==> src/sv/tsdc_pkg.sv <==
// Shared widths, codes and reset values of the track speed and distance controller.
package tsdc_pkg;

	localparam int SPEED_W = 11;
	localparam int DIST_W  = 24;
	localparam int DUTY_W  = 8;
	localparam int ACC_W   = 24;
	localparam int GAIN_W  = 24;
	localparam int CFG_IDX_W  = 3;
	localparam int CFG_DATA_W = 24;

	typedef enum logic [1:0] {
		CMD_TICK       = 2'd0,
		CMD_SPEED      = 2'd1,
		CMD_SPEED_DIST = 2'd2
	} cmd_t;

	typedef enum logic [CFG_IDX_W-1:0] {
		CFG_MIN_SPEED  = 3'd0,
		CFG_MAX_SPEED  = 3'd1,
		CFG_PWM_MAX    = 3'd2,
		CFG_DIST_TOL   = 3'd3,
		CFG_SPEED_TOL  = 3'd4,
		CFG_STEP_GAIN  = 3'd5
	} cfg_idx_t;

	localparam logic [9:0]  RST_MIN_SPEED = 10'd10;
	localparam logic [9:0]  RST_MAX_SPEED = 10'd400;
	localparam logic [7:0]  RST_PWM_MAX   = 8'd255;
	localparam logic [15:0] RST_DIST_TOL  = 16'd20;
	localparam logic [9:0]  RST_SPEED_TOL = 10'd10;
	localparam logic [23:0] RST_STEP_GAIN = 24'd21391;

endpackage

==> src/sv/tsdc_if.sv <==
// Channel interfaces: command input, result output and configuration write.
interface tsdc_in_if;
	import tsdc_pkg::*;
	logic                      valid;
	logic                      ready;
	logic [1:0]                cmd;
	logic signed [SPEED_W-1:0] target_speed;
	logic signed [DIST_W-1:0]  target_distance;
	logic signed [SPEED_W-1:0] measured_speed;
	logic signed [DIST_W-1:0]  measured_distance;

	modport source (output valid, cmd, target_speed, target_distance, measured_speed,
		measured_distance, input ready);
	modport sink (input valid, cmd, target_speed, target_distance, measured_speed,
		measured_distance, output ready);
endinterface

interface tsdc_out_if;
	import tsdc_pkg::*;
	logic              valid;
	logic              ready;
	logic              drive_up;
	logic              drive_down;
	logic [DUTY_W-1:0] duty;
	logic              duty_written;
	logic              reset_distance;
	logic              moving;

	modport source (output valid, drive_up, drive_down, duty, duty_written, reset_distance,
		moving, input ready);
	modport sink (input valid, drive_up, drive_down, duty, duty_written, reset_distance,
		moving, output ready);
endinterface

interface tsdc_cfg_if;
	import tsdc_pkg::*;
	logic                  valid;
	logic                  ready;
	logic [CFG_IDX_W-1:0]  index;
	logic [CFG_DATA_W-1:0] data;

	modport source (output valid, index, data, input ready);
	modport sink (input valid, index, data, output ready);
endinterface

==> src/sv/track_speed_distance_controller.sv <==
// Top level: integral speed controller with distance stop and direction pins.
//
// channel | role   | transaction
// item    | sink   | one command or control tick
// result  | source | pins, duty and flags after that item
// cfg     | sink   | one register write, always ready
//
// One item per cycle sustained while result.ready holds; its result is valid the cycle after acceptance.
// The whole update (compare, 24x13 multiply, accumulate, clamp) is combinational
// logic between the channel and the state/result registers.
// A result held by result.ready stalls item.ready only when not taken that cycle.
// arst_n clears state, the result register and the registers to reset values.
module track_speed_distance_controller (
	input  logic               clk,
	input  logic               arst_n,
	tsdc_in_if.sink            item,
	tsdc_out_if.source         result,
	tsdc_cfg_if.sink           cfg
);
	import tsdc_pkg::*;

	logic [9:0]  min_speed_q;
	logic [9:0]  max_speed_q;
	logic [7:0]  pwm_max_q;
	logic [15:0] dist_tol_q;
	logic [9:0]  speed_tol_q;
	logic [23:0] step_gain_q;

	logic                      mode_q;
	logic signed [SPEED_W-1:0] st_q;
	logic [DIST_W-2:0]         dt_q;
	logic [ACC_W-1:0]          acc_q;
	logic                      motion_q;
	logic                      up_q;
	logic                      down_q;

	logic res_valid_q;
	logic res_written_q;
	logic res_rst_q;

	logic accept;

	logic [11:0]        ts_mag, st_mag;
	logic               ts_ok;
	logic signed [25:0] dist_diff;
	logic [25:0]        dist_mag;
	logic               stop;
	logic signed [12:0] delta;
	logic [12:0]        delta_mag;
	logic               adjust;
	logic signed [37:0] prod;
	logic signed [30:0] acc_sum, acc_fix, acc_top, acc_lim;

	assign item.ready = !res_valid_q || result.ready;
	assign accept     = item.valid && item.ready;
	assign cfg.ready  = 1'b1;

	assign result.valid          = res_valid_q;
	assign result.drive_up       = up_q;
	assign result.drive_down     = down_q;
	assign result.duty           = acc_q[ACC_W-1 -: DUTY_W];
	assign result.duty_written   = res_written_q;
	assign result.reset_distance = res_rst_q;
	assign result.moving         = motion_q;

	always_comb begin
		ts_mag = item.target_speed[SPEED_W-1] ? 12'(-{item.target_speed[SPEED_W-1],
			item.target_speed}) : {1'b0, item.target_speed};
		st_mag = st_q[SPEED_W-1] ? 12'(-{st_q[SPEED_W-1], st_q}) : {1'b0, st_q};
		ts_ok  = ts_mag <= {2'b00, max_speed_q};

		dist_diff = $signed({3'b000, dt_q})
			- $signed({{2{item.measured_distance[DIST_W-1]}}, item.measured_distance});
		dist_mag  = dist_diff[25] ? 26'(-dist_diff) : dist_diff;
		stop      = (!mode_q && (dist_mag <= {10'd0, dist_tol_q}))
			|| (st_mag < {2'b00, min_speed_q});

		delta     = $signed({1'b0, st_mag})
			- $signed({{2{item.measured_speed[SPEED_W-1]}}, item.measured_speed});
		delta_mag = delta[12] ? 13'(-delta) : delta;
		adjust    = delta_mag > {3'b000, speed_tol_q};

		prod    = $signed({1'b0, step_gain_q}) * delta;
		acc_sum = $signed({7'd0, acc_q}) + 31'($signed(prod[37:8]));
		acc_fix = acc_sum[30] ? $signed({5'd0, min_speed_q, 16'd0}) : acc_sum;
		acc_top = $signed({7'd0, pwm_max_q, 16'd0});
		acc_lim = (acc_fix > acc_top) ? acc_top : acc_fix;
	end

	always_ff @(posedge clk or negedge arst_n) begin
		if (!arst_n) begin
			min_speed_q <= RST_MIN_SPEED;
			max_speed_q <= RST_MAX_SPEED;
			pwm_max_q   <= RST_PWM_MAX;
			dist_tol_q  <= RST_DIST_TOL;
			speed_tol_q <= RST_SPEED_TOL;
			step_gain_q <= RST_STEP_GAIN;
		end else if (cfg.valid) begin
			case (cfg.index)
				CFG_MIN_SPEED: min_speed_q <= cfg.data[9:0];
				CFG_MAX_SPEED: max_speed_q <= cfg.data[9:0];
				CFG_PWM_MAX:   pwm_max_q   <= cfg.data[7:0];
				CFG_DIST_TOL:  dist_tol_q  <= cfg.data[15:0];
				CFG_SPEED_TOL: speed_tol_q <= cfg.data[9:0];
				CFG_STEP_GAIN: step_gain_q <= cfg.data[23:0];
				default: ;
			endcase
		end
	end

	always_ff @(posedge clk or negedge arst_n) begin
		if (!arst_n) begin
			res_valid_q   <= 1'b0;
			res_written_q <= 1'b0;
			res_rst_q     <= 1'b0;
			mode_q        <= 1'b0;
			st_q          <= '0;
			dt_q          <= '0;
			acc_q         <= '0;
			motion_q      <= 1'b0;
			up_q          <= 1'b0;
			down_q        <= 1'b0;
		end else begin
			if (result.ready)
				res_valid_q <= 1'b0;
			if (accept) begin
				res_valid_q   <= 1'b1;
				res_written_q <= 1'b0;
				res_rst_q     <= 1'b0;
				case (item.cmd)
					CMD_SPEED: begin
						mode_q    <= 1'b1;
						res_rst_q <= 1'b1;
						if (ts_ok)
							st_q <= item.target_speed;
					end
					CMD_SPEED_DIST: begin
						mode_q    <= 1'b0;
						res_rst_q <= 1'b1;
						if (ts_ok)
							st_q <= item.target_speed;
						if (!item.target_distance[DIST_W-1])
							dt_q <= item.target_distance[DIST_W-2:0];
					end
					CMD_TICK: begin
						if (stop) begin
							up_q      <= 1'b0;
							down_q    <= 1'b0;
							dt_q      <= '0;
							motion_q  <= 1'b0;
							res_rst_q <= 1'b1;
						end else if (adjust) begin
							motion_q      <= 1'b1;
							acc_q         <= acc_lim[ACC_W-1:0];
							up_q          <= !st_q[SPEED_W-1] && (st_q != '0);
							down_q        <= st_q[SPEED_W-1] || (st_q == '0);
							res_written_q <= 1'b1;
						end
					end
					default: ;
				endcase
			end
		end
	end

endmodule

==> src/flat_wrapper.sv <==
// flat-port wrapper written by rule: the top's interface ports become plain ports
module track_speed_distance_controller_flat import tsdc_pkg::*;
  (clk, arst_n, item_valid, item_cmd, item_target_speed, item_target_distance, item_measured_speed, item_measured_distance, item_ready, result_valid, result_drive_up, result_drive_down, result_duty, result_duty_written, result_reset_distance, result_moving, result_ready, cfg_valid, cfg_index, cfg_data, cfg_ready);
  tsdc_in_if item_i ();
  tsdc_out_if result_i ();
  tsdc_cfg_if cfg_i ();
  input  logic clk;
  input  logic arst_n;
  input wire logic [$bits(item_i.valid)-1:0] item_valid;
  input wire logic [$bits(item_i.cmd)-1:0] item_cmd;
  input wire logic [$bits(item_i.target_speed)-1:0] item_target_speed;
  input wire logic [$bits(item_i.target_distance)-1:0] item_target_distance;
  input wire logic [$bits(item_i.measured_speed)-1:0] item_measured_speed;
  input wire logic [$bits(item_i.measured_distance)-1:0] item_measured_distance;
  output wire logic [$bits(item_i.ready)-1:0] item_ready;
  output wire logic [$bits(result_i.valid)-1:0] result_valid;
  output wire logic [$bits(result_i.drive_up)-1:0] result_drive_up;
  output wire logic [$bits(result_i.drive_down)-1:0] result_drive_down;
  output wire logic [$bits(result_i.duty)-1:0] result_duty;
  output wire logic [$bits(result_i.duty_written)-1:0] result_duty_written;
  output wire logic [$bits(result_i.reset_distance)-1:0] result_reset_distance;
  output wire logic [$bits(result_i.moving)-1:0] result_moving;
  input wire logic [$bits(result_i.ready)-1:0] result_ready;
  input wire logic [$bits(cfg_i.valid)-1:0] cfg_valid;
  input wire logic [$bits(cfg_i.index)-1:0] cfg_index;
  input wire logic [$bits(cfg_i.data)-1:0] cfg_data;
  output wire logic [$bits(cfg_i.ready)-1:0] cfg_ready;
  assign item_i.valid = item_valid;
  assign item_i.cmd = item_cmd;
  assign item_i.target_speed = item_target_speed;
  assign item_i.target_distance = item_target_distance;
  assign item_i.measured_speed = item_measured_speed;
  assign item_i.measured_distance = item_measured_distance;
  assign item_ready = item_i.ready;
  assign result_valid = result_i.valid;
  assign result_drive_up = result_i.drive_up;
  assign result_drive_down = result_i.drive_down;
  assign result_duty = result_i.duty;
  assign result_duty_written = result_i.duty_written;
  assign result_reset_distance = result_i.reset_distance;
  assign result_moving = result_i.moving;
  assign result_i.ready = result_ready;
  assign cfg_i.valid = cfg_valid;
  assign cfg_i.index = cfg_index;
  assign cfg_i.data = cfg_data;
  assign cfg_ready = cfg_i.ready;
  track_speed_distance_controller u_core (.clk(clk), .arst_n(arst_n), .item(item_i), .result(result_i), .cfg(cfg_i));
endmodule
==> config.mk <==
export PLATFORM = sky130hd
export DESIGN_NAME = track_speed_distance_controller_flat
export DESIGN_NICKNAME = d
export VERILOG_FILES = /design/src/sv/tsdc_pkg.sv /design/src/sv/tsdc_if.sv /design/src/sv/track_speed_distance_controller.sv /design/src/flat_wrapper.sv
export SDC_FILE = /design/constraint.sdc
export NUM_CORES = 1
export LEC_CHECK = 0
export BUFFER_PORTS_ARGS = -buffer_cell sky130_fd_sc_hd__buf_2
export CAP_MARGIN = 20
export CORE_UTILIZATION = 30
export CTS_CLUSTER_DIAMETER = 60
export DETAILED_ROUTE_END_ITERATION = 10
export MAX_ROUTING_LAYER = met4
export SETUP_SLACK_MARGIN = 0.05
export SYNTH_ARGS = -nofsm -noshare
export SYNTH_HDL_FRONTEND = slang
export SYNTH_SLANG_ARGS = --single-unit
==> constraint.sdc <==
create_clock -name clk -period 18.3 [get_ports clk]
set_clock_uncertainty 0.1 [all_clocks]
set_input_delay 0 -clock clk [delete_from_list [all_inputs] [get_ports clk]]
set_output_delay 0 -clock clk [all_outputs]
set_load 0.03 [all_outputs]
==> results.md <==
* Die height at ~270 µm
* Setup Viol. Count Final at 0
* Largest net degree at the start of global routing at 71
* Ratio of cells with drive above 1 in the final layout at between 10% and 20%
* WP data arrival at around 15 ns
* DP Wirelength at around 46000 µm
* Async set-reset flop share out of synthesis at 100%
* Fmax at around 68 MHz
* Detailed Routing Iterations Pass 1 at 5
* Initial antenna violation count at 6
* CP max FO at 23
* Most used cell, CP: ha_1
* Cell with the largest stage delay on the worst path: inv_1
* Largest family of logic cells by synthesized area: adder cells
* HP Start: item_target_distance[23]
* Root Buffer: clkbuf_16
* Final Hold Viols at 0
* Die Footprint at around 74000 µm²
* DR WL/cell at 16.6 µm
* Synth cell count leaders: 338 x inv_1, 300 x nand2_1, 244 x fa_1
* Simple-gate portion of the synthesized area at between 15 and 20%
* Worst Setup SP: u_core.st_q[0]
* Hold crit path type: in2reg
* Area contributors post-synth: fa_1 22%, dfrtp_1 13%, ha_1 13%
* Row count at around 100
* CTS clk-pin slew, worst paths at roughly 0.080 ns
* Outcome: finished, final reports clean
* Die Wd at approximately 270 µm
* CTS max path bufs at 2
* Num CTS Buffers at 17
* Critical path type: reg2reg
* R2r startpoint: u_core.st_q[0]
* Clk_lat worst skew at roughly 0.5 ns
* DRT Wirelength at roughly 60000 µm
* Max-slew violations at 0
* Startpoint types: register
* Place WS at between 3 and 4 ns
* XOR/XNOR share of the synthesized area at 4.40%
* Port Buffer Count at 118
* Post-synthesis mux area share at under 10%
* Post-CTS setup buffer count at 0
* Gr ovfl total at 0
* Most common cell in the netlist: inv_1
* Final ANT Viol Nets at 0
* Crit. End Element: register
* Yosys reg bits at roughly 140
* CTS H-tree lvls at 4
* Total Nets Final at about 3200
* Post-synth net total at ~3000
* IO Count at 120
* Vias in the first global route at approximately 18000
* Vias at about 18000
* Library cells used by synthesis at between 90 and 100
* Gp weighted congestion at ~0.89
* Synth area leader: fa_1
* Seq/Total Area, Yosys at between 10% and 20%
* Worst path max stage delay at a little under 0.8 ns
* Synth Area in Compound Gates at between 10 and 15%
* Worst EP required at 18.59 ns
* Max_slew headroom at 34.0%
* Total negative slack at 0 ns
* GRT Util Overall at between 15 and 20%
* Total core area at 71700 µm²
* DR vias/cell at between 4 and 5
* Mean area per synthesized cell at between 8 and 9 µm²
* Worst Tran Pin Value at 0.990 ns
* RSZ-0062 raised after global routing: false
* Total number of yosys warnings at 0
* Min Tclk post-route at between 10 and 15 ns
* Post-synthesis cell count at between 2000 and 2500
* Max-cap violations at 0
* Final period util at 80.2%
* Iter 0 DRT Violations at ~970
* Initial Util at 30.5%
* Area delta synth->final at 13.9%
* Synth top area share at about 22%
* Worst Slack Setup Final at ~3.6 ns
* Global-route wire length before repair at 96200 µm
* Post-Synthesis Cell Area at 21900 µm²
* Drt drc at 0
* Fill count at 7409
* Adder-cell share of the synthesized area at 35.7%
* Num Clock Sinks at approximately 140
* Main synth FF type: dfrtp_1
* Post-synth EDFFs at 0
* TritonCTS clock tree: done
## placed cells by master, fill, tap and decap left out, types with 8 or more instances in the layout
master,Yosys,routed
o211ai_1,14,14
nor4_1,16,16
o21a_1,26,26
xor2_1,39,38
and3_1,15,15
mux2i_1,8,8
a211oi_1,15,15
clkbuf_16,0,17
fa_1,244,244
buf_2,4,117
dfrtp_1,117,117
ha_1,234,234
o21bai_1,9,9
nand4_1,25,25
nand2_1,300,300
o21ai_0,107,107
nor2b_1,33,33
a22o_1,34,34
nand3_1,29,29
a21oi_1,110,110
a31oi_1,10,9
nand2b_1,54,53
o2bb2ai_1,8,8
xnor2_1,69,66
buf_4,10,24
nand4b_1,10,10
nor2_1,95,93
mux2_2,66,66
and2_1,88,88
inv_1,338,338
dlygate4sd3_1,0,86
or3_1,8,8
dfstp_2,26,26
a21o_1,37,37
nor3_1,26,25
o31ai_1,11,11
## per-stage QoR
| stage | hold slack [ns] | util, % | instances | cell area [µm²] |
|---|---|---|---|---|
| 4_1_cts | 0.0000209 | 34.7 | 3562 | 24900 |
| 2_1_floorplan | -0.396 | - | 2457 | 21900 |
| 3_5_place_dp | -0.0219 | 32.7 | 3444 | 23400 |
| 6_report | 0.0482 | 34.7 | 3565 | 24900 |
| 3_3_place_gp | -0.0231 | 32.7 | 3444 | 23400 |
| 5_1_grt | 0.0462 | 34.7 | 3564 | 24900 |
## critical path: cells and delay by family (launching register included)
kind / cells / cell delay [ns]
fa+ha+maj: 11 / 4.53
buf+inv: 4 / 1.00
flops: 1 / 0.38
mux: 2 / 0.66
compound gates: 14 / 3.96
xor+xnor: 2 / 0.35
simple gates: 19 / 3.56
## final timing paths
check                                    endpoint  slack [ns]  depth (start not counted)
max reg2reg                      u_core.acc_q[22]        3.62                         52
min in group asynchronous         u_core.dt_q[16]        0.52                          3
max                              u_core.acc_q[22]        3.62                         52
min                                u_core.dt_q[4]        0.05                          4
min reg2reg                u_core.result.drive_up        0.39                          1
max in group asynchronous         u_core.acc_q[6]       16.19                          4
## registers in the layout, summed over array words and instances (netlist names)
signal	cells
u_core.result.moving	1
u_core.min_speed_q	10
u_core.st_q	11
u_core.max_speed_q	10
u_core.speed_tol_q	10
u_core.result.duty_written	1
u_core.pwm_max_q	8
u_core.result.drive_up	1
u_core.dist_tol_q	16
u_core.step_gain_q	24
u_core.result.reset_distance	1
u_core.acc_q	24
u_core.dt_q	23
u_core.result.drive_down	1
u_core.result.valid	1
u_core.mode_q	1
## area by class of cell
cell class / instances / area (µm²) / share of cell area (%)
multi-input cells: 1871 / 16600 / 66.7
flip-flops and latches: 143 / 3610 / 14.5
repair buffers: 228 / 1640 / 6.58
inverters: 338 / 1270 / 5.10
well taps: 950 / 1190 / 4.78
clock buffers: 17 / 425 / 1.71
clock inverters: 15 / 148 / 0.593
diodes: 3 / 7.51 / 0.0302
## repair_timing
item / CTS / global route
hold buffers: 86 / 0
endpoints found under the hold margin: 190 / 0
gates resized for setup: 0 / 0
## routing by layer
layer  share of wire [%]  GRT usage [%]  wire (µm)
met3                 4.4           2.53       2630
met5                   0              -          0
met4                 2.2           4.91       1290
met1                  46           21.8      27000
met2                  48           27.4      28300
## cells by family (layout without fill, tap and decap cells)
logic type,count (synthesis),in the layout
and+or+nand+nor,739,739
adders and majority gates,478,478
AOI/OAI and AO/OA,468,468
buffers and inverters,443,598
DFF,143,143
xor gates and xnor gates,109,109
muxes,75,75
other,2,5
Power is left out: the tool's default activity adds up to more than one toggle a clock period on the data nets, which glitch-free logic cannot reach.
